===== src/rtl/wsfp_pkg.sv =====
package wsfp_pkg;

    localparam int LENGTH_BITS = 64;
    localparam int QUEUE_DEPTH = 4;
    localparam int QUEUE_AW    = $clog2(QUEUE_DEPTH);

    localparam logic [15:0] TEXT_LIMIT_RESET = 16'd1023;

    localparam logic [1:0] KIND_TEXT   = 2'd0;
    localparam logic [1:0] KIND_BINARY = 2'd1;
    localparam logic [1:0] KIND_PING   = 2'd2;
    localparam logic [1:0] KIND_NONE   = 2'd3;

    localparam logic [2:0] CLASS_TEXT  = 3'd0;
    localparam logic [2:0] CLASS_AUDIO = 3'd1;
    localparam logic [2:0] CLASS_EOS   = 3'd2;
    localparam logic [2:0] CLASS_PONG  = 3'd3;
    localparam logic [2:0] CLASS_CLOSE = 3'd4;
    localparam logic [2:0] CLASS_ERROR = 3'd5;

    localparam logic [3:0] OP_CONT   = 4'h0;
    localparam logic [3:0] OP_TEXT   = 4'h1;
    localparam logic [3:0] OP_BINARY = 4'h2;
    localparam logic [3:0] OP_CLOSE  = 4'h8;
    localparam logic [3:0] OP_PING   = 4'h9;
    localparam logic [3:0] OP_PONG   = 4'hA;

    typedef struct packed {
        logic [1:0] kind;
        logic [7:0] data;
        logic       msg_end;
        logic [2:0] msg_class;
    } res_t;

    typedef struct packed {
        logic valid;
        res_t res;
    } q_push_t;

    typedef struct packed {
        logic full;
        logic valid;
    } q_stat_t;

    function automatic logic [7:0] sanitize(input logic [7:0] c);
        logic [7:0] r;
        r = c;
        if (c == 8'h0A || c == 8'h0D || c == 8'h09) begin
            r = 8'h20;
        end else if (c < 8'h20 || c > 8'h7E) begin
            r = 8'h3F;
        end
        return r;
    endfunction

endpackage


===== src/rtl/websocket_frame_parser.sv =====
// Channel  Direction  Handshake               Payload
// s_       in         s_tvalid / s_tready     tdata: rx_byte; tuser: restart
// m_       out        m_tvalid / m_tready     tdata: data; tlast: message_end;
//                                             tuser: kind, message_class
// cfg_     in         cfg_valid / cfg_ready   cfg_data: text_limit
//
// One byte per cycle in while not full; results are queued, then registered.
// Byte parsing is combinational; a 4-entry queue feeds a registered output stage.
// Reset is synchronous on aresetn low; text_limit returns to 1023.
// s_tready drops only while the queue is full; cfg_ready is always high.
module websocket_frame_parser (
    input  logic        aclk,
    input  logic        aresetn,
    input  logic        s_tvalid,
    output logic        s_tready,
    input  logic [7:0]  s_tdata,   // [7:0] rx_byte
    input  logic        s_tuser,   // [0] restart
    output logic        m_tvalid,
    input  logic        m_tready,
    output logic [7:0]  m_tdata,   // [7:0] data
    output logic        m_tlast,
    output logic [4:0]  m_tuser,   // [1:0] kind, [4:2] message_class
    input  logic        cfg_valid,
    output logic        cfg_ready,
    input  logic [15:0] cfg_data
);

    logic [15:0]        text_limit_reg, text_limit_next;
    logic               accept;
    logic               pop;
    wsfp_pkg::q_push_t  push;
    wsfp_pkg::q_stat_t  stat;
    wsfp_pkg::res_t     head;

    always_comb begin
        cfg_ready       = 1'b1;
        text_limit_next = (cfg_valid && cfg_ready) ? cfg_data : text_limit_reg;
        s_tready        = !stat.full;
        accept          = s_tvalid && s_tready;
    end

    always_ff @(posedge aclk) begin
        if (!aresetn) begin
            text_limit_reg <= wsfp_pkg::TEXT_LIMIT_RESET;
        end else begin
            text_limit_reg <= text_limit_next;
        end
    end

    wsfp_parser u_parser (
        .aclk       (aclk),
        .aresetn    (aresetn),
        .accept     (accept),
        .rx_byte    (s_tdata),
        .restart    (s_tuser),
        .text_limit (text_limit_reg),
        .push       (push)
    );

    wsfp_queue u_queue (
        .aclk    (aclk),
        .aresetn (aresetn),
        .push    (push),
        .pop     (pop),
        .head    (head),
        .stat    (stat)
    );

    wsfp_out u_out (
        .aclk     (aclk),
        .aresetn  (aresetn),
        .head     (head),
        .stat     (stat),
        .pop      (pop),
        .m_tvalid (m_tvalid),
        .m_tready (m_tready),
        .m_tdata  (m_tdata),
        .m_tlast  (m_tlast),
        .m_tuser  (m_tuser)
    );

    a_no_overflow: assert property (@(posedge aclk) disable iff (!aresetn)
        push.valid |-> !stat.full)
        else $error("result pushed into a full queue");

    a_class_only_at_end: assert property (@(posedge aclk) disable iff (!aresetn)
        (m_tvalid && !m_tlast) |-> (m_tuser[4:2] == wsfp_pkg::CLASS_TEXT))
        else $error("message class set on a beat that ends nothing");

    a_empty_beat_ends: assert property (@(posedge aclk) disable iff (!aresetn)
        (m_tvalid && m_tuser[1:0] == wsfp_pkg::KIND_NONE) |-> m_tlast)
        else $error("beat with no byte that ends nothing");

    a_restart_silent: assert property (@(posedge aclk) disable iff (!aresetn)
        (accept && s_tuser) |-> !push.valid)
        else $error("restart beat produced a result");

endmodule


===== src/rtl/wsfp_parser.sv =====
module wsfp_parser (
    input  logic                  aclk,
    input  logic                  aresetn,
    input  logic                  accept,
    input  logic [7:0]            rx_byte,
    input  logic                  restart,
    input  logic [15:0]           text_limit,
    output wsfp_pkg::q_push_t     push
);

    localparam logic [1:0] PH_HDR0 = 2'd0;
    localparam logic [1:0] PH_HDR1 = 2'd1;
    localparam logic [1:0] PH_EXT  = 2'd2;
    localparam logic [1:0] PH_PAY  = 2'd3;

    localparam logic [1:0] MK_NONE   = 2'd0;
    localparam logic [1:0] MK_TEXT   = 2'd1;
    localparam logic [1:0] MK_BINARY = 2'd2;

    localparam int L = wsfp_pkg::LENGTH_BITS;

    logic [1:0]   phase_reg, phase_next;
    logic         halted_reg, halted_next;
    logic [3:0]   ext_cnt_reg, ext_cnt_next;
    logic         fin_reg, fin_next;
    logic [3:0]   opcode_reg, opcode_next;
    logic [L-1:0] rem_reg, rem_next;
    logic [1:0]   mkind_reg, mkind_next;
    logic [15:0]  kept_reg, kept_next;
    logic         bin_seen_reg, bin_seen_next;

    logic         start;
    logic [L-1:0] len_val;
    logic [L-1:0] rem_dec;
    logic         last;
    logic         ends;
    logic [6:0]   len7;
    wsfp_pkg::res_t res;

    always_comb begin
        phase_next    = phase_reg;
        halted_next   = halted_reg;
        ext_cnt_next  = ext_cnt_reg;
        fin_next      = fin_reg;
        opcode_next   = opcode_reg;
        rem_next      = rem_reg;
        mkind_next    = mkind_reg;
        kept_next     = kept_reg;
        bin_seen_next = bin_seen_reg;
        start         = 1'b0;
        len_val       = '0;
        len7          = rx_byte[6:0];
        rem_dec       = rem_reg - L'(rem_reg != '0);
        last          = (rem_dec == '0);
        ends          = 1'b0;
        push.valid    = 1'b0;
        res.kind      = wsfp_pkg::KIND_NONE;
        res.data      = 8'h00;
        res.msg_end   = 1'b0;
        res.msg_class = wsfp_pkg::CLASS_TEXT;

        if (accept) begin
            if (restart) begin
                phase_next    = PH_HDR0;
                halted_next   = 1'b0;
                ext_cnt_next  = '0;
                fin_next      = 1'b0;
                opcode_next   = '0;
                rem_next      = '0;
                mkind_next    = MK_NONE;
                kept_next     = '0;
                bin_seen_next = 1'b0;
            end else if (!halted_reg) begin
                case (phase_reg)
                    PH_HDR0: begin
                        fin_next    = rx_byte[7];
                        opcode_next = rx_byte[3:0];
                        phase_next  = PH_HDR1;
                    end
                    PH_HDR1: begin
                        if (rx_byte[7]) begin
                            halted_next   = 1'b1;
                            push.valid    = 1'b1;
                            res.msg_end   = 1'b1;
                            res.msg_class = wsfp_pkg::CLASS_ERROR;
                        end else if (len7 == 7'd126) begin
                            rem_next     = '0;
                            ext_cnt_next = 4'd2;
                            phase_next   = PH_EXT;
                        end else if (len7 == 7'd127) begin
                            rem_next     = '0;
                            ext_cnt_next = 4'd8;
                            phase_next   = PH_EXT;
                        end else begin
                            len_val = L'(len7);
                            start   = 1'b1;
                        end
                    end
                    PH_EXT: begin
                        len_val  = {rem_reg[L-9:0], rx_byte};
                        rem_next = len_val;
                        if (ext_cnt_reg != '0) begin
                            ext_cnt_next = ext_cnt_reg - 4'd1;
                        end
                        start = (ext_cnt_next == '0);
                    end
                    PH_PAY: begin
                        rem_next = rem_dec;
                        if (last) begin
                            phase_next = PH_HDR0;
                        end
                        if (opcode_reg == wsfp_pkg::OP_PING) begin
                            push.valid    = 1'b1;
                            res.kind      = wsfp_pkg::KIND_PING;
                            res.data      = rx_byte;
                            res.msg_end   = last;
                            res.msg_class = last ? wsfp_pkg::CLASS_PONG
                                                 : wsfp_pkg::CLASS_TEXT;
                        end else if (opcode_reg != wsfp_pkg::OP_PONG) begin
                            ends = last && fin_reg;
                            if (mkind_reg == MK_TEXT) begin
                                if (kept_reg < text_limit) begin
                                    kept_next = kept_reg + 16'd1;
                                    res.kind  = wsfp_pkg::KIND_TEXT;
                                    res.data  = wsfp_pkg::sanitize(rx_byte);
                                end
                            end else begin
                                bin_seen_next = 1'b1;
                                res.kind      = wsfp_pkg::KIND_BINARY;
                                res.data      = rx_byte;
                            end
                            push.valid = ends || (res.kind != wsfp_pkg::KIND_NONE);
                            if (ends) begin
                                res.msg_end   = 1'b1;
                                res.msg_class = (mkind_reg == MK_TEXT) ?
                                                wsfp_pkg::CLASS_TEXT :
                                                wsfp_pkg::CLASS_AUDIO;
                                mkind_next    = MK_NONE;
                                kept_next     = '0;
                                bin_seen_next = 1'b0;
                            end
                        end
                    end
                    default: begin
                        phase_next = PH_HDR0;
                    end
                endcase

                if (start) begin
                    rem_next   = len_val;
                    phase_next = PH_PAY;
                    if (opcode_reg == wsfp_pkg::OP_PING) begin
                        if (len_val > L'(125)) begin
                            halted_next   = 1'b1;
                            push.valid    = 1'b1;
                            res.msg_end   = 1'b1;
                            res.msg_class = wsfp_pkg::CLASS_ERROR;
                        end else if (len_val == '0) begin
                            phase_next    = PH_HDR0;
                            push.valid    = 1'b1;
                            res.msg_end   = 1'b1;
                            res.msg_class = wsfp_pkg::CLASS_PONG;
                        end
                    end else if (opcode_reg == wsfp_pkg::OP_PONG) begin
                        if (len_val == '0) begin
                            phase_next = PH_HDR0;
                        end
                    end else if (opcode_reg == wsfp_pkg::OP_CLOSE) begin
                        halted_next   = 1'b1;
                        push.valid    = 1'b1;
                        res.msg_end   = 1'b1;
                        res.msg_class = wsfp_pkg::CLASS_CLOSE;
                    end else if ((opcode_reg == wsfp_pkg::OP_TEXT ||
                                  opcode_reg == wsfp_pkg::OP_BINARY) &&
                                 mkind_reg != MK_NONE) begin
                        halted_next   = 1'b1;
                        push.valid    = 1'b1;
                        res.msg_end   = 1'b1;
                        res.msg_class = wsfp_pkg::CLASS_ERROR;
                    end else if (opcode_reg != wsfp_pkg::OP_TEXT &&
                                 opcode_reg != wsfp_pkg::OP_BINARY &&
                                 (opcode_reg != wsfp_pkg::OP_CONT ||
                                  mkind_reg == MK_NONE)) begin
                        halted_next   = 1'b1;
                        push.valid    = 1'b1;
                        res.msg_end   = 1'b1;
                        res.msg_class = wsfp_pkg::CLASS_ERROR;
                    end else begin
                        if (opcode_reg == wsfp_pkg::OP_TEXT) begin
                            mkind_next = MK_TEXT;
                        end else if (opcode_reg == wsfp_pkg::OP_BINARY) begin
                            mkind_next = MK_BINARY;
                        end
                        if (len_val == '0) begin
                            phase_next = PH_HDR0;
                            if (fin_reg) begin
                                push.valid    = 1'b1;
                                res.msg_end   = 1'b1;
                                res.msg_class = (mkind_next == MK_TEXT) ?
                                                wsfp_pkg::CLASS_TEXT :
                                                (bin_seen_reg ? wsfp_pkg::CLASS_AUDIO
                                                              : wsfp_pkg::CLASS_EOS);
                                mkind_next    = MK_NONE;
                                kept_next     = '0;
                                bin_seen_next = 1'b0;
                            end
                        end
                    end
                end
            end
        end
        push.res = res;
    end

    always_ff @(posedge aclk) begin
        if (!aresetn) begin
            phase_reg    <= PH_HDR0;
            halted_reg   <= 1'b0;
            ext_cnt_reg  <= '0;
            fin_reg      <= 1'b0;
            opcode_reg   <= '0;
            rem_reg      <= '0;
            mkind_reg    <= MK_NONE;
            kept_reg     <= '0;
            bin_seen_reg <= 1'b0;
        end else begin
            phase_reg    <= phase_next;
            halted_reg   <= halted_next;
            ext_cnt_reg  <= ext_cnt_next;
            fin_reg      <= fin_next;
            opcode_reg   <= opcode_next;
            rem_reg      <= rem_next;
            mkind_reg    <= mkind_next;
            kept_reg     <= kept_next;
            bin_seen_reg <= bin_seen_next;
        end
    end

endmodule


===== src/rtl/wsfp_queue.sv =====
module wsfp_queue (
    input  logic               aclk,
    input  logic               aresetn,
    input  wsfp_pkg::q_push_t  push,
    input  logic               pop,
    output wsfp_pkg::res_t     head,
    output wsfp_pkg::q_stat_t  stat
);

    localparam int AW = wsfp_pkg::QUEUE_AW;

    wsfp_pkg::res_t mem_reg [wsfp_pkg::QUEUE_DEPTH];
    logic [AW-1:0]  wr_ptr_reg, wr_ptr_next;
    logic [AW-1:0]  rd_ptr_reg, rd_ptr_next;
    logic [AW:0]    count_reg, count_next;
    logic           do_pop;

    always_comb begin
        stat.valid  = (count_reg != '0);
        stat.full   = (count_reg == (AW+1)'(wsfp_pkg::QUEUE_DEPTH));
        do_pop      = pop && stat.valid;
        head        = mem_reg[rd_ptr_reg];
        wr_ptr_next = push.valid ? wr_ptr_reg + AW'(1) : wr_ptr_reg;
        rd_ptr_next = do_pop ? rd_ptr_reg + AW'(1) : rd_ptr_reg;
        count_next  = count_reg + (AW+1)'(push.valid) - (AW+1)'(do_pop);
    end

    always_ff @(posedge aclk) begin
        if (push.valid) begin
            mem_reg[wr_ptr_reg] <= push.res;
        end
    end

    always_ff @(posedge aclk) begin
        if (!aresetn) begin
            wr_ptr_reg <= '0;
            rd_ptr_reg <= '0;
            count_reg  <= '0;
        end else begin
            wr_ptr_reg <= wr_ptr_next;
            rd_ptr_reg <= rd_ptr_next;
            count_reg  <= count_next;
        end
    end

endmodule


===== src/rtl/wsfp_out.sv =====
module wsfp_out (
    input  logic               aclk,
    input  logic               aresetn,
    input  wsfp_pkg::res_t     head,
    input  wsfp_pkg::q_stat_t  stat,
    output logic               pop,
    output logic               m_tvalid,
    input  logic               m_tready,
    output logic [7:0]         m_tdata,
    output logic               m_tlast,
    output logic [4:0]         m_tuser
);

    logic           valid_reg, valid_next;
    wsfp_pkg::res_t res_reg;

    always_comb begin
        pop        = stat.valid && (!valid_reg || m_tready);
        valid_next = pop || (valid_reg && !m_tready);
        m_tvalid   = valid_reg;
        m_tdata    = res_reg.data;
        m_tlast    = res_reg.msg_end;
        m_tuser    = {res_reg.msg_class, res_reg.kind};
    end

    always_ff @(posedge aclk) begin
        if (pop) begin
            res_reg <= head;
        end
    end

    always_ff @(posedge aclk) begin
        if (!aresetn) begin
            valid_reg <= 1'b0;
        end else begin
            valid_reg <= valid_next;
        end
    end

endmodule

===== config.mk =====
export PLATFORM = sky130hd
export DESIGN_NAME = websocket_frame_parser
export DESIGN_NICKNAME = d
export VERILOG_FILES = /design/src/rtl/wsfp_pkg.sv /design/src/rtl/websocket_frame_parser.sv /design/src/rtl/wsfp_parser.sv /design/src/rtl/wsfp_queue.sv /design/src/rtl/wsfp_out.sv
export SDC_FILE = /design/constraint.sdc
export NUM_CORES = 1
export LEC_CHECK = 0
export BUFFER_PORTS_ARGS = -buffer_cell sky130_fd_sc_hd__buf_2
export CORE_UTILIZATION = 47
export DETAILED_ROUTE_END_ITERATION = 8
export GPL_TIMING_DRIVEN = 1
export PLACE_DENSITY = 0.73
export SETUP_SLACK_MARGIN = 0.5
export SLEW_MARGIN = 20
export SYNTH_ARGS = -nofsm -noshare
export SYNTH_HDL_FRONTEND = slang
export SYNTH_SLANG_ARGS = --single-unit

===== constraint.sdc =====
create_clock -name aclk -period 7.8 [get_ports aclk]
set_input_delay 0.78 -clock aclk [delete_from_list [all_inputs] [get_ports aclk]]
set_output_delay 0.78 -clock aclk [all_outputs]
set_load 0.1 [all_outputs]

==> impl_results.md <==
- Status: complete, no violations
- Crit Path Category: reg -> reg
- Critical path capture point type: flip-flop
- FF+latch area: around 4500 µm²
- Post-DP HPWL: 20.90 mm
- Die Area: ~24000 µm²
- Max stage delay cell, worst path: or4_4
- Sequential fraction of the synthesis area: 0.4063
- Most frequent CP cell: nand4_1
- Final period util: 0.8698
- Initial Util: 0.4831
- Synth Area in Adders: 0.03582
- DR WL/cell: ~19 µm
- GRT overflow: 0
- Share of cells above drive strength 1: 0.1021
- Leak: approximately 4.4 nW
- Clk_lat worst skew: approximately 0.45 ns
- Non-Filler Instances: roughly 1.6k
- Main combinational cell family by area after synthesis: simple AND/OR/NAND/NOR gates
- R2R cell count: 20
- R2R Path Start: u_parser.rem_reg[27]$_SDFFE_PN0P_
- Required time of the critical path: about 8.1 ns
- Cell Area, Synth: 11040 µm²
- Commonest non-fill, non-tap cell in the layout: nand2_1
- DP Cell Count: about 1.6k
- CTS Hold Bufs: 0
- Tmin final: slightly below 7 ns
- Busiest grt layer: met2
- Top FF cell, synth: dfxtp_1
- Final setup vio count: 0
- Port buffer count: 45
- Syn Inst Count: 1292
- Post-route ant nets: 0
- Worst Hold Launch: u_out.m_tvalid$_SDFF_PN0_
- Fill cells: 2099
- Critical Path Max Stage Delay: between 0.7 and 0.8 ns
- Unrepaired setup endpoints after global routing: false
- Clock root buffer: clkbuf_16
- Post-synth EDFFs: 70
- Pin count of the biggest net entering global routing: a little over 70
- CP cell instances: or4_1 -> or4_1 -> nor2_1 -> nand4_1 -> ha_1 -> nor4b_1 -> nand4_1 -> or4_4 -> a221oi_2 -> nand4_1 -> or4_4 -> nor4_2 -> nand2_1 -> o21ai_2 -> ha_1 -> inv_1 -> fa_1 -> xor2_1 -> xnor2_1 -> nor2_1
- Crit-path max FO: 14
- Post-CTS sizing: 0
- GRT met1 Usage: 0.3605
- Sum Neg Setup Slack: 0 ns
- Skew final: between 0.015 and 0.02 ns
- Worst VDD drop: between 0.0002 and 0.00025 V
- Slew Limit Fails: 0
- CTS clk-pin slew, worst paths: 0.09 ns
- Met2 usage: 0.4103
- WP data arrival: ~7.1 ns
- CTS Sinks: around 190
- Syn-to-layout area delta: 9.431%
- CTS tree: built
- 1st-pass router iterations: 6
- Cell Pwr Density: ~280 nW/µm²
- Net count, final: 1341
- Setup Fix Bufs, Post-CTS: 0
- Drt drc: 0
- Most frequent cells in the layout: nand2_1 (135), nor2_1 (133), dfxtp_1 (118)
- Worst setup path startpoint: u_parser.rem_reg[27]$_SDFFE_PN0P_
- Setup WS post-layout: 1.016 ns
- Mean post-synth cell area: ~8.5 µm²
- XOR/XNOR Fraction of Synth Area: 0.03809
- HP Class: reg -> reg
- MaxCap Viol Count: 0
- Post-synthesis compound-gate area fraction: 0.1850
- CTS Buf Count: 17
- Initial drt markers: between 1k and 1.5k
- Mux contribution to synthesized area: 0.04126
- Pre-CTS WS: between 1 and 1.5 ns
- Y dimension of the die: between 150 and 200 µm
- Hold path depth: 2
- H-tree lvl count: 4
- Area of the multi-input gates: around 6100 µm²
- Met3 Use GR: 0.03538
- Tot GR Track Use: 0.2610
- Initial antenna violation count: 0
- Io pins: between 40 and 50
- Distinct cell type count after synthesis: 76
- Warnings from Yosys: 0
- CP startpoint kind: flip-flop
- Slew @ Worst Pin: around 0.9 ns
- Final hold vios: 0
- Simple logic cell fraction of the synthesized area: 0.2461
- Core Rows: 55
- Max reg flops: 64
- Core area: between 20000 and 25000 µm²
- RD Place Congestion: just over 0.9
- Seq cells post-synth: approximately 190
- Final WL: 30.59 mm
- DR vias: ~10k
- Number of global-route vias before repair: about 9.4k
- Slew HR: 0.3968
- First-pass GRT wire length: about 50 mm
- Peak Freq: around 0.15 GHz
- Async SR Flop Fraction: 0
- Mapped Nets: between 1k and 1.5k
- Chip width: 155.3 µm
- CTS max path bufs: 2
- DR vias/cell: approximately 6.3
[worst paths after layout]
path | endpoint | slack [ns]
setup / recovery | u_queue.count_reg[2]$_SDFF_PN0_ | 1.02
hold reg to reg | u_out.m_tvalid$_SDFF_PN0_ | 0.47
setup reg to reg | u_queue.count_reg[2]$_SDFF_PN0_ | 1.02
hold / removal | u_out.m_tvalid$_SDFF_PN0_ | 0.47
[layout make-up]
cell class | instances | share of cell area
multi-input combinational | 970 | 0.5030
clock inverter | 15 | 0.01802
clock buffer | 17 | 0.03522
inverter | 46 | 0.01429
timing repair buffer | 56 | 0.02548
sequential | 189 | 0.3713
antenna | 1 | 0.0002072
tap | 313 | 0.03242
[worst max-delay path: cells and delay by family (launching register included)]
family / cells / cell delay [ns]
buf+inv: 1 / 0.05
fa+ha+maj: 3 / 0.78
xor+xnor: 2 / 0.32
flops: 1 / 0.58
simple gates: 12 / 4.33
compound gates: 2 / 0.58
[report_power, final]
part	total [mW]	internal (mW)	switching, mW
Combinational	1.23	0.364	0.871
Sequential	1.20	1.12	0.0876
Clock	0.948	0.456	0.491
[cell families after synthesis]
logic type	count (synthesis)
xor+xnor	48
compound gates	323
simple gates	539
mux	28
buf+inv	133
other cells	1
fa+ha+maj	31
flops	189
[synth_stat cells, types with 18 or more instances]
library cell  instances  area share
a21oi_1              98       0.044
nand2_1             136       0.046
and2_1               20       0.011
o211ai_1             18       0.012
xnor2_1              28       0.022
xor2_1               20       0.016
nor3_1               58       0.026
nand3_1              31       0.014
o21ai_0              65       0.029
inv_1                44       0.015
edfxtp_1             70        0.19
ha_1                 30       0.034
dfxtp_1             119        0.22
clkbuf_1             72       0.024
nor4_1               46       0.026
a22oi_1              22       0.015
nor2_1              133       0.045
nand4_1              23       0.013
[stage by stage]
step / hold WS [ns] / total power, mW / cell area (µm²) / util
after floorplan: 0.4409 / 2.187 / 11040 / -
after global placement: 0.4549 / 2.421 / 11420 / 0.4999
after detailed placement: 0.4680 / 2.437 / 11420 / 0.4999
after CTS: 0.4794 / 3.381 / 12060 / 0.5280
after global routing: 0.4985 / 3.540 / 12080 / 0.5286
final: 0.4734 / 3.387 / 12080 / 0.5287
[layer usage]
metal	wire [µm]	vias to the layer above
met4	952	0
met3	2388	81
li1	-	4746
met5	0	-
met2	13960	510
met1	13290	4761
Power figures use the tool's default switching activity.
